[src/hw/rtl/clns_pkg.sv]
package clns_pkg;

  typedef struct packed {
    logic [2:0] operation;
    logic [7:0] byte_value;
    logic [5:0] column;
    logic       line_select;
    logic [2:0] glyph_slot;
    logic [2:0] glyph_row;
  } in_word_t;

  typedef struct packed {
    logic        register_select;
    logic [3:0]  nibble;
    logic [13:0] wait_before_us;
    logic [8:0]  pulse_us;
    logic [12:0] wait_after_us;
    logic        last;
  } out_word_t;

  localparam logic [2:0] OP_COMMAND   = 3'd0;
  localparam logic [2:0] OP_DATA      = 3'd1;
  localparam logic [2:0] OP_CURSOR    = 3'd2;
  localparam logic [2:0] OP_INIT      = 3'd3;
  localparam logic [2:0] OP_CLEAR     = 3'd4;
  localparam logic [2:0] OP_GLYPH_ROW = 3'd5;

  localparam int CFG_IDX_W = 2;
  localparam logic [CFG_IDX_W-1:0] CFG_FUNCTION_SET = 2'd0;
  localparam logic [CFG_IDX_W-1:0] CFG_DISPLAY_MODE = 2'd1;
  localparam logic [CFG_IDX_W-1:0] CFG_ENTRY_MODE   = 2'd2;

  localparam logic [7:0] RST_FUNCTION_SET = 8'h28;
  localparam logic [7:0] RST_DISPLAY_MODE = 8'h0C;
  localparam logic [7:0] RST_ENTRY_MODE   = 8'h06;

  localparam logic [7:0] CMD_CLEAR     = 8'h01;
  localparam logic [7:0] CMD_HOME      = 8'h02;
  localparam logic [7:0] CMD_SET_CGRAM = 8'h40;
  localparam logic [7:0] CMD_SET_DDRAM = 8'h80;

  localparam logic [2:0] GLYPH_FIRST_ROW = 3'd0;
  localparam logic [2:0] GLYPH_LAST_ROW  = 3'd7;

  localparam logic [3:0]  NIB_INIT_FIRST   = 4'h3;
  localparam logic [3:0]  NIB_INIT_SECOND  = 4'h2;
  localparam logic [13:0] T_INIT_BEFORE    = 14'd15000;
  localparam logic [8:0]  T_INIT_PULSE     = 9'd10;
  localparam logic [12:0] T_INIT_AFTER_1ST = 13'd4100;
  localparam logic [12:0] T_INIT_AFTER_2ND = 13'd1000;
  localparam logic [13:0] T_BYTE_BEFORE    = 14'd500;
  localparam logic [8:0]  T_BYTE_PULSE     = 9'd500;
  localparam logic [12:0] T_CLEAR_AFTER    = 13'd5000;

  localparam int MAX_JOBS  = 4;
  localparam int JOB_IDX_W = 2;
  localparam int STEP_W    = 4;

  localparam int QUEUE_DEPTH = 2;

  typedef struct packed {
    logic       rs;
    logic [7:0] value;
    logic       clr_wait;
  } byte_job_t;

  typedef struct packed {
    logic                      prefix;
    logic [JOB_IDX_W-1:0]      last_job;
    byte_job_t [MAX_JOBS-1:0]  jobs;
  } desc_t;

  typedef struct packed {
    logic empty;
    logic full;
  } queue_status_t;

  function automatic byte_job_t make_job(logic rs, logic [7:0] value, logic clr_wait);
    byte_job_t j;
    j.rs       = rs;
    j.value    = value;
    j.clr_wait = clr_wait;
    return j;
  endfunction

endpackage

[src/hw/rtl/clns_front.sv]
module clns_front (
  input  logic                           clk,
  input  logic                           rst_n,
  input  logic                           start,
  input  clns_pkg::in_word_t             in_word,
  output logic                           busy,
  input  logic                           cfg_valid,
  output logic                           cfg_ready,
  input  logic [clns_pkg::CFG_IDX_W-1:0] cfg_index,
  input  logic [7:0]                     cfg_data,
  input  clns_pkg::queue_status_t        qstat,
  output logic                           push,
  output clns_pkg::desc_t                push_desc
);

  logic [7:0] fs_r, fs_nxt;
  logic [7:0] dm_r, dm_nxt;
  logic [7:0] em_r, em_nxt;
  logic       cfg_we;
  logic       op_known;
  logic [clns_pkg::JOB_IDX_W-1:0] gidx;
  clns_pkg::desc_t d;

  assign cfg_ready = 1'b1;
  assign cfg_we    = cfg_valid & cfg_ready;

  always_comb begin
    fs_nxt = fs_r;
    dm_nxt = dm_r;
    em_nxt = em_r;
    if (cfg_we) begin
      case (cfg_index)
        clns_pkg::CFG_FUNCTION_SET: fs_nxt = cfg_data;
        clns_pkg::CFG_DISPLAY_MODE: dm_nxt = cfg_data;
        clns_pkg::CFG_ENTRY_MODE:   em_nxt = cfg_data;
        default: ;
      endcase
    end
  end

  always_ff @(posedge clk) begin
    if (!rst_n) begin
      fs_r <= clns_pkg::RST_FUNCTION_SET;
      dm_r <= clns_pkg::RST_DISPLAY_MODE;
      em_r <= clns_pkg::RST_ENTRY_MODE;
    end else begin
      fs_r <= fs_nxt;
      dm_r <= dm_nxt;
      em_r <= em_nxt;
    end
  end

  always_comb begin
    d        = '0;
    op_known = 1'b1;
    gidx     = '0;
    case (in_word.operation)
      clns_pkg::OP_COMMAND: begin
        d.jobs[0] = clns_pkg::make_job(1'b0, in_word.byte_value, 1'b0);
      end
      clns_pkg::OP_DATA: begin
        d.jobs[0] = clns_pkg::make_job(1'b1, in_word.byte_value, 1'b0);
      end
      clns_pkg::OP_CURSOR: begin
        d.jobs[0] = clns_pkg::make_job(1'b0,
            clns_pkg::CMD_SET_DDRAM + {1'b0, in_word.line_select, 6'b0}
                                    + {2'b0, in_word.column}, 1'b0);
      end
      clns_pkg::OP_INIT: begin
        d.prefix   = 1'b1;
        d.last_job = 2'd3;
        d.jobs[0]  = clns_pkg::make_job(1'b0, fs_r, 1'b0);
        d.jobs[1]  = clns_pkg::make_job(1'b0, dm_r, 1'b0);
        d.jobs[2]  = clns_pkg::make_job(1'b0, em_r, 1'b0);
        d.jobs[3]  = clns_pkg::make_job(1'b0, clns_pkg::CMD_CLEAR, 1'b1);
      end
      clns_pkg::OP_CLEAR: begin
        d.jobs[0] = clns_pkg::make_job(1'b0, clns_pkg::CMD_CLEAR, 1'b1);
      end
      clns_pkg::OP_GLYPH_ROW: begin
        if (in_word.glyph_row == clns_pkg::GLYPH_FIRST_ROW) begin
          d.jobs[0] = clns_pkg::make_job(1'b0,
              clns_pkg::CMD_SET_CGRAM + {2'b0, in_word.glyph_slot, 3'b0}, 1'b0);
          d.jobs[1] = clns_pkg::make_job(1'b1, in_word.byte_value, 1'b0);
          gidx      = 2'd1;
        end else begin
          d.jobs[0] = clns_pkg::make_job(1'b1, in_word.byte_value, 1'b0);
        end
        if (in_word.glyph_row == clns_pkg::GLYPH_LAST_ROW) begin
          gidx          = gidx + 2'd1;
          d.jobs[gidx]  = clns_pkg::make_job(1'b0, clns_pkg::CMD_HOME, 1'b0);
        end
        d.last_job = gidx;
      end
      default: begin
        op_known = 1'b0;
      end
    endcase
  end

  assign busy      = qstat.full;
  assign push      = start & ~busy & op_known;
  assign push_desc = d;

endmodule

[src/hw/rtl/clns_queue.sv]
module clns_queue #(
  parameter int DEPTH = clns_pkg::QUEUE_DEPTH
) (
  input  logic                    clk,
  input  logic                    rst_n,
  input  logic                    push,
  input  clns_pkg::desc_t         push_desc,
  input  logic                    pop,
  output clns_pkg::desc_t         head,
  output clns_pkg::queue_status_t status
);

  localparam int PTR_W = (DEPTH > 1) ? $clog2(DEPTH) : 1;
  localparam int CNT_W = $clog2(DEPTH + 1);
  localparam logic [PTR_W-1:0] PTR_LAST = PTR_W'(DEPTH - 1);
  localparam logic [CNT_W-1:0] CNT_FULL = CNT_W'(DEPTH);

  clns_pkg::desc_t  slots_r [DEPTH];
  logic [PTR_W-1:0] wr_ptr_r, wr_ptr_nxt;
  logic [PTR_W-1:0] rd_ptr_r, rd_ptr_nxt;
  logic [CNT_W-1:0] count_r, count_nxt;

  always_comb begin
    wr_ptr_nxt = wr_ptr_r;
    rd_ptr_nxt = rd_ptr_r;
    count_nxt  = count_r;
    if (push) begin
      wr_ptr_nxt = (wr_ptr_r == PTR_LAST) ? '0 : wr_ptr_r + 1'b1;
    end
    if (pop) begin
      rd_ptr_nxt = (rd_ptr_r == PTR_LAST) ? '0 : rd_ptr_r + 1'b1;
    end
    case ({push, pop})
      2'b10:   count_nxt = count_r + 1'b1;
      2'b01:   count_nxt = count_r - 1'b1;
      default: count_nxt = count_r;
    endcase
  end

  always_ff @(posedge clk) begin
    if (!rst_n) begin
      wr_ptr_r <= '0;
      rd_ptr_r <= '0;
      count_r  <= '0;
    end else begin
      wr_ptr_r <= wr_ptr_nxt;
      rd_ptr_r <= rd_ptr_nxt;
      count_r  <= count_nxt;
    end
  end

  always_ff @(posedge clk) begin
    if (push) begin
      slots_r[wr_ptr_r] <= push_desc;
    end
  end

  assign head         = slots_r[rd_ptr_r];
  assign status.empty = (count_r == '0);
  assign status.full  = (count_r == CNT_FULL);

endmodule

[src/hw/rtl/clns_back.sv]
module clns_back (
  input  logic                    clk,
  input  logic                    rst_n,
  input  clns_pkg::desc_t         head,
  input  clns_pkg::queue_status_t qstat,
  output logic                    pop,
  output logic                    out_strobe,
  output clns_pkg::out_word_t     out_word
);

  logic [clns_pkg::STEP_W-1:0] step_r, step_nxt;
  logic [clns_pkg::STEP_W-1:0] last_step;
  logic [clns_pkg::STEP_W-1:0] job_step;
  logic                        in_prefix;
  logic                        active;
  logic                        is_last;
  clns_pkg::byte_job_t         job;
  clns_pkg::out_word_t         strobe;
  logic                        out_strobe_r;
  clns_pkg::out_word_t         out_word_r;

  assign active    = ~qstat.empty;
  assign last_step = (head.prefix ? 4'd2 : 4'd0) + {1'b0, head.last_job, 1'b1};
  assign job_step  = step_r - (head.prefix ? 4'd2 : 4'd0);
  assign in_prefix = head.prefix & (step_r[3:1] == 3'd0);
  assign job       = head.jobs[job_step[2:1]];
  assign is_last   = (step_r == last_step);
  assign pop       = active & is_last;

  always_comb begin
    strobe = '0;
    if (in_prefix) begin
      strobe.register_select = 1'b0;
      strobe.pulse_us        = clns_pkg::T_INIT_PULSE;
      if (step_r[0] == 1'b0) begin
        strobe.nibble         = clns_pkg::NIB_INIT_FIRST;
        strobe.wait_before_us = clns_pkg::T_INIT_BEFORE;
        strobe.wait_after_us  = clns_pkg::T_INIT_AFTER_1ST;
      end else begin
        strobe.nibble         = clns_pkg::NIB_INIT_SECOND;
        strobe.wait_after_us  = clns_pkg::T_INIT_AFTER_2ND;
      end
    end else begin
      strobe.register_select = job.rs;
      strobe.pulse_us        = clns_pkg::T_BYTE_PULSE;
      if (job_step[0] == 1'b0) begin
        strobe.nibble         = job.value[7:4];
        strobe.wait_before_us = clns_pkg::T_BYTE_BEFORE;
      end else begin
        strobe.nibble        = job.value[3:0];
        strobe.wait_after_us = job.clr_wait ? clns_pkg::T_CLEAR_AFTER : 13'd0;
      end
    end
    strobe.last = is_last;
  end

  always_comb begin
    step_nxt = step_r;
    if (active) begin
      step_nxt = is_last ? '0 : step_r + 1'b1;
    end
  end

  always_ff @(posedge clk) begin
    if (!rst_n) begin
      step_r       <= '0;
      out_strobe_r <= 1'b0;
    end else begin
      step_r       <= step_nxt;
      out_strobe_r <= active;
    end
  end

  always_ff @(posedge clk) begin
    out_word_r <= strobe;
  end

  assign out_strobe = out_strobe_r;
  assign out_word   = out_word_r;

endmodule

[src/hw/rtl/char_lcd_nibble_sequencer_unit.sv]
// Channel  Ports                                   Handshake
// request  start, busy, in_word                    taken when start is high and busy is low
// strobe   out_strobe, out_word                    one word per cycle, cannot be held off
// config   cfg_valid, cfg_ready, cfg_index, cfg_data  written when valid and ready are high
//
// The back sequencer emits one strobe word per cycle: a command, data, cursor or clear request
// is 2 strobe words, a glyph row 2 to 4 and an initialization 10.
// On an idle sequencer a taken request is first written to the queue; its first word is then
// formed from the queue head and registered before it is on the strobe ports.
// A queue of QUEUE_DEPTH requests lets new requests be taken while earlier ones are sent.
// Reset is synchronous and clears the queue, the sequencer and the set-up registers.
// busy is high only while the queue is full; the strobe side never stalls.
module char_lcd_nibble_sequencer_unit #(
  parameter int QUEUE_DEPTH = clns_pkg::QUEUE_DEPTH
) (
  input  logic                           clk,
  input  logic                           rst_n,
  input  logic                           start,
  output logic                           busy,
  input  clns_pkg::in_word_t             in_word,
  output logic                           out_strobe,
  output clns_pkg::out_word_t            out_word,
  input  logic                           cfg_valid,
  output logic                           cfg_ready,
  input  logic [clns_pkg::CFG_IDX_W-1:0] cfg_index,
  input  logic [7:0]                     cfg_data
);

  logic                    push;
  logic                    pop;
  clns_pkg::desc_t         push_desc;
  clns_pkg::desc_t         head;
  clns_pkg::queue_status_t qstat;

  clns_front u_front (
    .clk       (clk),
    .rst_n     (rst_n),
    .start     (start),
    .in_word   (in_word),
    .busy      (busy),
    .cfg_valid (cfg_valid),
    .cfg_ready (cfg_ready),
    .cfg_index (cfg_index),
    .cfg_data  (cfg_data),
    .qstat     (qstat),
    .push      (push),
    .push_desc (push_desc)
  );

  clns_queue #(
    .DEPTH (QUEUE_DEPTH)
  ) u_queue (
    .clk       (clk),
    .rst_n     (rst_n),
    .push      (push),
    .push_desc (push_desc),
    .pop       (pop),
    .head      (head),
    .status    (qstat)
  );

  clns_back u_back (
    .clk        (clk),
    .rst_n      (rst_n),
    .head       (head),
    .qstat      (qstat),
    .pop        (pop),
    .out_strobe (out_strobe),
    .out_word   (out_word)
  );

endmodule

[config.mk]
export PLATFORM = sky130hd
export DESIGN_NAME = char_lcd_nibble_sequencer_unit
export DESIGN_NICKNAME = d
export VERILOG_FILES = /design/src/hw/rtl/clns_pkg.sv /design/src/hw/rtl/clns_front.sv /design/src/hw/rtl/clns_queue.sv /design/src/hw/rtl/clns_back.sv /design/src/hw/rtl/char_lcd_nibble_sequencer_unit.sv
export SDC_FILE = /design/constraint.sdc
export NUM_CORES = 1
export LEC_CHECK = 0
export ABC_AREA = 1
export BUFFER_PORTS_ARGS = -buffer_cell sky130_fd_sc_hd__clkbuf_2
export CAP_MARGIN = 10
export CORE_MARGIN = 5
export CORE_UTILIZATION = 60
export DETAILED_ROUTE_END_ITERATION = 10
export PLACE_DENSITY_LB_ADDON = 0.3
export RECOVER_POWER = 100
export SLEW_MARGIN = 20
export SYNTH_ARGS = -nofsm -noshare
export SYNTH_HDL_FRONTEND = slang
export SYNTH_SLANG_ARGS = --single-unit
[constraint.sdc]
create_clock -name clk -period 4.73 [get_ports clk]
set_clock_uncertainty 0.05 [all_clocks]
set_input_delay 0.2365 -clock clk [delete_from_list [all_inputs] [get_ports clk]]
set_output_delay 0.2365 -clock clk [all_outputs]
set_load 0.02 [all_outputs]
==> results of run 1 <==
[registers in the layout, indices dropped and copies added, names as in the netlist, named ones only]
| signal | cells |
|---|---|
| u_back.out_strobe | 1 |
| u_back.out_word | 14 |
| u_back.step_r | 4 |
| u_front.dm_r | 8 |
| u_front.em_r | 8 |
| u_front.fs_r | 8 |
| u_queue.count_r | 2 |
| u_queue.rd_ptr_r | 1 |
| u_queue.slots_r | 62 |
| u_queue.wr_ptr_r | 1 |
[logic make-up (layout without fill, tap and decap cells)]
kind of cell	count (synthesis)	in the layout	share of synthesized area [%]
compound gates	79	79	8.94
xor+xnor	1	1	0.178
fa+ha+maj	5	5	1.27
buf+inv	109	157	11.5
flops	110	110	57.3
other cells	2	10	0.152
simple gates	249	249	20.7
[worst register-to-register path, stage by stage (launching register included)]
cell	delay (ns)
dfxtp_1	0.32
buf_4	0.29
inv_1	0.40
nand2_1	0.16
nand2_1	0.11
ha_1	0.28
clkbuf_1	0.64
inv_1	0.43
o21ai_0	0.27
nand2_1	0.08
nand2_1	0.06
nand2_1	0.05
nand2_1	0.06
nand2_1	0.05
[cells in the final DEF (no fill, tap or decap), types with 3 or more instances in the layout]
cell      Yosys  routed
o21ai_0      43      43
inv_1        61      64
nor3_1        5       5
o21ai_1       5       5
nand4_1       4       4
edfxtp_1     62      62
nand2_2       3       3
o211ai_1      7       7
clkbuf_1      1      41
nand3_1      17      18
clkbuf_2      0      34
a21oi_1      15      15
nor2_1       86      89
conb_1        2      10
nand2_1     126     127
clkbuf_8      0       9
dfxtp_1      48      48
ha_1          5       5
a22oi_1       5       5
[final timing paths]
path / cells past startpoint / to / from / slack, ns
setup / recovery: 13 / u_back.out_word[39] / register / 1.38
hold / removal: 3 / u_front.fs_r[5] / cfg_data[5] / 0.07
setup reg to reg: 13 / u_back.out_word[39] / register / 1.38
hold reg to reg: 2 / u_front.em_r[5] / u_front.em_r[5] / 0.42
[layer usage]
metal  GRT usage, %  wire length (um)  vias to the layer above
met3           3.94               825                       13
met5              0                 0                        -
li1               -                 -                     1854
met1           28.5              4370                     1673
met4           7.56               170                        0
met2           33.4              4670                      169
[cell usage after synthesis, types with 5 or more instances]
master | count | area share [%]
inv_1 | 61 | 4.6
buf_4 | 32 | 4.9
edfxtp_1 | 62 | 38
o211ai_1 | 7 | 1.1
nand3_1 | 17 | 1.7
ha_1 | 5 | 1.3
buf_2 | 7 | 0.71
nor2_1 | 86 | 6.6
nor3_1 | 5 | 0.51
inv_2 | 5 | 0.38
a22oi_1 | 5 | 0.76
dfxtp_1 | 48 | 20
a21oi_1 | 15 | 1.5
nand2_1 | 126 | 9.6
o21ai_0 | 43 | 4.4
o21ai_1 | 5 | 0.51
[power groups by stage]
| stage | sequential (mW) | clock, mW | combinational (mW) |
|---|---|---|---|
| final | 1.12 | 0.507 | 0.395 |
| after global routing | 1.13 | 0.554 | 0.440 |
| after CTS | 1.12 | 0.513 | 0.416 |
| after detailed placement | 1.14 | 0 | 0.414 |
| after global placement | 1.14 | 0 | 0.405 |
| after floorplan | 1.17 | 0 | 0.299 |
[through the flow]
step | cells | utilization, % | setup WS (ns) | hold WS, ns
5_1_grt | 716 | 64.8 | 1.10 | 0.0591
6_report | 716 | 64.8 | 1.38 | 0.0656
3_3_place_gp | 700 | 63.8 | 2.02 | 0.398
4_1_cts | 716 | 65.9 | 1.81 | 0.0602
3_5_place_dp | 700 | 63.8 | 1.82 | 0.401
2_1_floorplan | 563 | - | 2.15 | 0.300
[layout make-up]
class / count / area, um2 / share of cell area [%]
sequential: 110 / 2820 / 53.8
multi-input combinational: 344 / 1540 / 29.4
timing repair buffer: 75 / 328 / 6.25
inverter: 66 / 248 / 4.73
tap: 105 / 131 / 2.51
clock buffer: 10 / 128 / 2.43
clock inverter: 6 / 42.5 / 0.811
==> qor.yml, run 1 <==
synth-edff-count: 62
slowest_delay_ns: 0.64
crit_family: "buffers and inverters"
die_h_um: 101
max_freq_mhz: 298
report.final.slew_viol_count: 64
std_cell_rows: 33
yosysWarnings: 0
antenna_left: 0
cp_cell_sequence: "buf_4, inv_1, nand2_1, nand2_1, ha_1, clkbuf_1, inv_1, o21ai_0, nand2_1, nand2_1, nand2_1, nand2_1, nand2_1"
combPwrFrac_pct: 19.5
syn_area_um2: 4920
cp.required_ns: 4.94
swShare_pct: 31.3
final_layout_size_suffix_gt1_share_pct: 9.66
drt_drc_violations_left: 0
drt_iter0_drc: 182
dieArea_um2: 10100
clock_latency_ns: 0.37
diodes: 0
wl_per_cell_um: 14.0
internal_power_mw: 1.39
ys_types: 32
slowest_stage: "clkbuf_1"
fin_nets: 649
num_vias: 3709
place.gp.congestion: 0.865
status: "complete, but fails checks"
worst-path-max-fanout: 30
core_area_um2: 8090
period_minus_slack_ns: 3.35
max-vdd-ir-drop_v: 0.000171
synthFlopType: "edfxtp_1"
worst_slew_pin_slew_ns: 2.63
drt-total-wl_mm: 10.0
setup.worst_path.class: "reg -> reg"
grt_max_degree: 32
die_w_um: 101
ios: 83
async_flop_share_pct: 0
grt_pass1_vias: 3441
cellLeakagePower_nw: 2.36
hold_violations: 0
grt.overflow.total: 0
synth_area_per_cell_um2: 8.87
cts-resized-gates: 0
cts-root-buf: "clkbuf_8"
synth_seq_cells: 110
portBuffers: 72
total_power_mw: 2.02
synth_cells: 555
postLayoutCellArea_um2: 5240
crit_buf_inv: 4
slew_headroom_pct: -76.0
grt_usage_pct: 20.9
maxCapViolCount: 2
setup_viol: 0
rsz0062_at_grt: "no"
hpwl_mm: 7.40
period_share_pct: 70.9
cts_buffers: 9
clkSinkCount: 110
fill_cells: 714
via_per_inst: 5.18
grt_pass1_wl_mm: 16.4
power.density_nw_per_um2: 386
p_switching_mw: 0.633
crit_top_cell: "nand2_1"
syn2layout_area_growth_pct: 6.45
finalSetupTns_ns: 0
start_util_pct: 60.9
clock_path_buffers: 2
hold_path_class: "in -> reg"
endpoint_kind: "register"
clkPwrFrac_pct: 25.1
arrival_ns: 3.57
cts_setup_buffers: 0
cts_hold_buf: 0
cts_tree: "done"
dpl_cell_area_um2: 5160
antenna_found_initial: 0
ys_seq_area_share_pct: 57.3
seq_power_share_pct: 55.5
h-tree-depth: 3
clkTransAtPathRegs_ns: 0.10
critPathLaunchType: "register"
violations: "capacitance limit, slew limit"
dr.pass1.iters: 5
(Power assumes the default switching activity.)
==> inputs of run 2 (changes only) <==
--- a/config.mk
+++ b/config.mk
@@ -5,11 +5,11 @@
 export SDC_FILE = /design/constraint.sdc
 export NUM_CORES = 1
 export LEC_CHECK = 0
-export ABC_AREA = 1
+export ABC_AREA = 0
 export BUFFER_PORTS_ARGS = -buffer_cell sky130_fd_sc_hd__clkbuf_2
 export CAP_MARGIN = 10
 export CORE_MARGIN = 5
-export CORE_UTILIZATION = 60
+export CORE_UTILIZATION = 50
 export DETAILED_ROUTE_END_ITERATION = 10
 export PLACE_DENSITY_LB_ADDON = 0.3
 export RECOVER_POWER = 100
==> constraint.sdc (replaced) <==
create_clock -name clk -period 2.8 [get_ports clk]
set_clock_uncertainty 0.05 [all_clocks]
set_input_delay 0.14 -clock clk [delete_from_list [all_inputs] [get_ports clk]]
set_output_delay 0.14 -clock clk [all_outputs]
set_load 0.02 [all_outputs]
==> qor.yml, run 2 <==
status: "complete, no violations"
grt_max_degree: 33
dr.pass1.iters: 4
cts_setup_buffers: 0
syn_area_um2: 4800
cts_buffers: 9
hold_violations: 0
power.density_nw_per_um2: 642
synth_compound_area_share_pct: 6.82
whs_ns: 0.00876
portBuffers: 72
grt.overflow.total: 0
async_flop_share_pct: 0
wl_per_cell_um: 16.4
layout_commonest_cell: "edfxtp_1"
setup.worst_path.class: "reg -> reg"
ios: 83
yosys-top-cells-count: "62 x edfxtp_1, 48 x dfxtp_1, 37 x mux2i_1"
rsz0062_at_grt: "no"
grt_pass1_vias: 2945
ys_types: 46
hpwl_mm: 6.66
worst-path-max-fanout: 5
period_share_pct: 93.7
antenna_found_initial: 0
finalSetupTns_ns: 0
worst_slew_pin_slew_ns: 0.923
muxShareOfSynthArea_pct: 13.7
synth_xor_area_share_pct: 1.64
clock_path_buffers: 2
place.gp.congestion: 0.737
fill_cells: 817
layout_common_cells: "62 x edfxtp_1, 47 x dfxtp_1, 44 x clkbuf_1, 37 x mux2i_1, 34 x clkbuf_2"
synth-edff-count: 62
utilization_pct: 56.7
cts-root-buf: "clkbuf_8"
core_area_um2: 9280
drt_drc_violations_left: 0
worst_slack_ns: 0.178
grt_pass1_wl_mm: 14.6
preCtsSetupSlack_ns: 0.125
synth_top_cell_area_share_pct: 38.7
synth_seq_cells: 110
setup_viol: 0
cp.required_ns: 3.05
synth_top_family_by_area: "multiplexers"
endpoint_kind: "register"
regMostFlops: "u_queue.slots_r"
arrival_ns: 2.87
std_cell_rows: 35
synthFlopType: "edfxtp_1"
via_per_inst: 5.12
drt_iter0_drc: 128
report.final.slew_viol_count: 0
clkTransAtPathRegs_ns: 0.11
maxCapViolCount: 0
synth_area_per_cell_um2: 13.0
yosysWarnings: 0
synth_top_cell_by_area: "edfxtp_1"
h-tree-depth: 3
grt_usage_pct: 16.3
diodes: 0
start_util_pct: 51.8
antenna_left: 0
clkSinkCount: 110
hold_path_class: "in -> reg"
clock_latency_ns: 0.36
total_power_mw: 3.38
fin_nets: 470
synth_area_leaders: "edfxtp_1 39%, dfxtp_1 20%, mux2i_1 7.7%"
critPathLaunchType: "register"
yosysMostFrequentCell: "edfxtp_1"
cts_tree: "done"
synth_cells: 370
die_h_um: 108
period_minus_slack_ns: 2.62
synth-simple-area-share_pct: 10.0
ys_seq_area_share_pct: 58.7
slew_headroom_pct: 38.4
synthAdderAreaFrac_pct: 1.30
max_freq_mhz: 381
final_layout_size_suffix_gt1_share_pct: 16.4
dieArea_um2: 11700
syn2layout_area_growth_pct: 9.51
cellLeakagePower_nw: 2.02
drt-total-wl_mm: 9.20
num_vias: 2875
die_w_um: 108
largest_reg_flops: 62
max-vdd-ir-drop_v: 0.000278
[run 2: changes by cell type after synthesis, moves of 8 or more]
cell / before / now
mux2i_1: 0 / 37
inv_1: 61 / 8
nand2_1: 126 / 16
nor2b_1: 0 / 20
a21oi_1: 15 / 5
and2_1: 0 / 13
nor2_1: 86 / 20
nand3_1: 17 / 0
o21ai_0: 43 / 11
clkbuf_1: 1 / 9
[run 2: critical path: stages, from the launching register on]
cell      delay (ns)
dfxtp_2         0.39
mux2_2          0.35
ha_1            0.21
ha_1            0.29
xor2_1          0.29
nor4_4          0.07
ha_1            0.36
or3_1           0.37
a21boi_0        0.18
[run 2: routing by layer]
metal | wire length [um] | GRT usage (%) | up-vias
met5 | 0 | 0 | -
met4 | 133 | 6.58 | 0
met3 | 599 | 3.28 | 12
met2 | 4140 | 26.5 | 93
met1 | 4330 | 21.5 | 1361
li1 | - | - | 1409
[run 2: metrics by stage]
stage | std cells | instance area, um2
floorplan | 378 | 4840
global placement | 541 | 5100
detailed placement | 541 | 5100
CTS | 561 | 5330
global route | 561 | 5260
finish | 561 | 5260
[run 2: worst paths after layout]
check,slack (ns),startpoint,end,cells after the start
min reg2reg,0.44,u_front.em_r[2],u_front.em_r[2],2
max reg2reg,0.18,register,u_queue.count_r[1],8
min,0.009,cfg_data[4],u_front.em_r[4],3
max,0.18,register,u_queue.count_r[1],8
[run 2: what timing repair did]
| item | in CTS | in global routing |
|---|---|---|
| setup endpoints to repair | 0 | 1 |
| gates resized for setup | 0 | 1 |
| hold buffers | 4 | 0 |
| hold endpoints to repair | 7 | 0 |
[run 2: power by group]
part           leakage (nW)  switching [mW]  internal [mW]
Clock                0.0903           0.563          0.344
Combinational         0.944           0.387          0.204
Sequential            0.981          0.0501           1.83
Total                  2.02            1.00           2.38
[run 2: cell families (layout without fill, tap and decap cells)]
kind of cell | count (synthesis) | in the layout
xor+xnor | 9 | 9
mux | 53 | 53
buf+inv | 57 | 111
fa+ha+maj | 5 | 5
simple gates | 88 | 88
compound gates | 46 | 46
other cells | 2 | 10
flops | 110 | 110
[run 2: cell type report]
class | instances | area [um2] | area share (%)
clock buffer | 9 | 124 | 2.35
clock inverter | 7 | 63.8 | 1.21
inverter | 9 | 33.8 | 0.642
multi-input combinational | 211 | 1650 | 31.3
sequential | 110 | 2820 | 53.7
tap | 129 | 161 | 3.07
timing repair buffer | 86 | 405 | 7.71
==> inputs of run 3 (changes only) <==
--- a/config.mk
+++ b/config.mk
@@ -5,11 +5,11 @@
 export SDC_FILE = /design/constraint.sdc
 export NUM_CORES = 1
 export LEC_CHECK = 0
-export ABC_AREA = 0
+export ABC_AREA = 1
 export BUFFER_PORTS_ARGS = -buffer_cell sky130_fd_sc_hd__clkbuf_2
 export CAP_MARGIN = 10
 export CORE_MARGIN = 5
-export CORE_UTILIZATION = 50
+export CORE_UTILIZATION = 51
 export DETAILED_ROUTE_END_ITERATION = 10
 export PLACE_DENSITY_LB_ADDON = 0.3
 export RECOVER_POWER = 100
==> qor.yml, run 3 (synthesized netlist as in run 1, its figures left out) <==
max-vdd-ir-drop_v: 0.000244
grt_max_degree: 32
cts_tree: "done"
die_w_um: 108
dieArea_um2: 11700
cts_buffers: 9
drt_iter0_drc: 190
r2r_cells: 13
rrSetupSlack_ns: 0.33
clock_path_buffers: 2
swShare_pct: 31.5
arrival_ns: 2.67
cts_setup_buffers: 0
report.final.slew_viol_count: 0
grt_pass1_wl_mm: 16.7
grt.overflow.total: 0
finalSetupTns_ns: 0
h-tree-depth: 3
grt_pass1_vias: 3525
place.gp.congestion: 0.875
internal_power_mw: 2.36
clkSinkCount: 110
num_vias: 3630
status: "complete, no violations"
period_minus_slack_ns: 2.47
diodes: 0
fin_nets: 656
regMostFlops: "u_queue.slots_r"
rsz0062_at_grt: "no"
cp.required_ns: 3.00
worst_slew_pin_slew_ns: 0.864
period_share_pct: 88.3
max_freq_mhz: 405
start_util_pct: 52.8
hold_path_class: "in -> reg"
seq_power_share_pct: 55.0
critPathCapture: "u_queue.count_r[1]"
setup_viol: 0
ios: 83
drt_drc_violations_left: 0
layout_common_cells: "126 x nand2_1, 88 x nor2_1, 63 x inv_1, 62 x edfxtp_1, 47 x dfxtp_1"
hold_violations: 0
layout_commonest_cell: "nand2_1"
clock_latency_ns: 0.37
drt-total-wl_mm: 10.2
combPwrFrac_pct: 19.7
rr_endpoint: "u_queue.count_r[1]"
setup.worst_path.class: "reg -> reg"
wl_per_cell_um: 13.7
critPathLaunchType: "register"
via_per_inst: 4.86
core_area_um2: 9330
worst-path-max-fanout: 7
maxCapViolCount: 0
portBuffers: 72
cellLeakagePower_nw: 2.38
slew_headroom_pct: 42.4
fill_cells: 864
power.density_nw_per_um2: 644
final_layout_size_suffix_gt1_share_pct: 10.4
syn2layout_area_growth_pct: 8.61
grt_usage_pct: 18.2
clkTransAtPathRegs_ns: 0.10
antenna_found_initial: 0
std_cell_rows: 35
cts-root-buf: "clkbuf_8"
largest_reg_flops: 62
dr.pass1.iters: 5
hpwl_mm: 7.54
stdcell_count: 747
p_switching_mw: 1.09
endpoint_kind: "register"
die_h_um: 108
antenna_left: 0
dpl.cell_count: 727
clkPwrFrac_pct: 25.4
-- run 3: power groups by stage --
stage / clock network, mW / registers [mW] / logic [mW]
2_1_floorplan: 0 / 1.98 / 0.505
3_3_place_gp: 0 / 1.93 / 0.697
3_5_place_dp: 0 / 1.93 / 0.709
4_1_cts: 0.888 / 1.89 / 0.715
5_1_grt: 0.962 / 1.91 / 0.767
6_report: 0.874 / 1.89 / 0.677
-- run 3: critical path: stages, from the launching register on --
cell and delay, ns:
dfxtp_2 0.40, inv_2 0.07, nand2_1 0.06, nand2_1 0.12, ha_1 0.21, ha_1 0.27
inv_1 0.08, nor2_1 0.05, nor2_2 0.16, nand3_2 0.13, inv_1 0.11, ha_1 0.25
nor4_1 0.33, nor3_1 0.07
-- run 3: per-stage QoR --
step | hold WS [ns] | instance area (um2) | total power [mW] | utilization, % | setup slack (ns)
after floorplan | 0.203 | 4950 | 2.48 | - | 0.218
after global placement | 0.342 | 5210 | 2.62 | 55.9 | 0.460
after detailed placement | 0.349 | 5210 | 2.64 | 55.9 | 0.272
after CTS | 0.0158 | 5430 | 3.50 | 58.2 | 0.253
after global routing | 0.0316 | 5350 | 3.64 | 57.3 | 0.0633
final | 0.0241 | 5350 | 3.44 | 57.3 | 0.328
-- run 3: worst min path at each step --
stage | start | end | slack, ns | depth (start not counted)
2_1_floorplan | cfg_data[2] | u_front.dm_r[2] | 0.20 | 2
3_3_place_gp | cfg_data[3] | u_front.dm_r[3] | 0.34 | 3
3_5_place_dp | cfg_data[3] | u_front.dm_r[3] | 0.35 | 3
4_1_cts | cfg_data[0] | u_front.dm_r[0] | 0.02 | 3
5_1_grt | cfg_data[6] | u_front.dm_r[6] | 0.03 | 3
6_report | cfg_data[6] | u_front.dm_r[6] | 0.02 | 3
-- run 3: area by class of cell --
class | instances | area (um2) | share of cell area, %
clock inverter | 7 | 53.8 | 1.01
clock buffer | 9 | 124 | 2.32
multi-input combinational | 344 | 1560 | 29.1
tap | 129 | 161 | 3.02
inverter | 66 | 248 | 4.63
timing repair buffer | 82 | 380 | 7.11
sequential | 110 | 2820 | 52.8
-- run 3: metal layers --
layer / GRT usage (%) / part of all wire, % / vias to the layer above
met5: 0 / 0 / -
met1: 24.3 / 47 / 1637
met3: 3.10 / 6.3 / 15
li1: - / - / 1873
met2: 29.8 / 44 / 105
met4: 7.30 / 2.1 / 0
-- run 3: repair_timing --
item | 4_1_cts | 5_1_grt
endpoints found under the setup margin | 0 | 1
resized for setup | 0 | 1
hold endpoints to repair | 5 | 0
hold buffers | 4 | 0
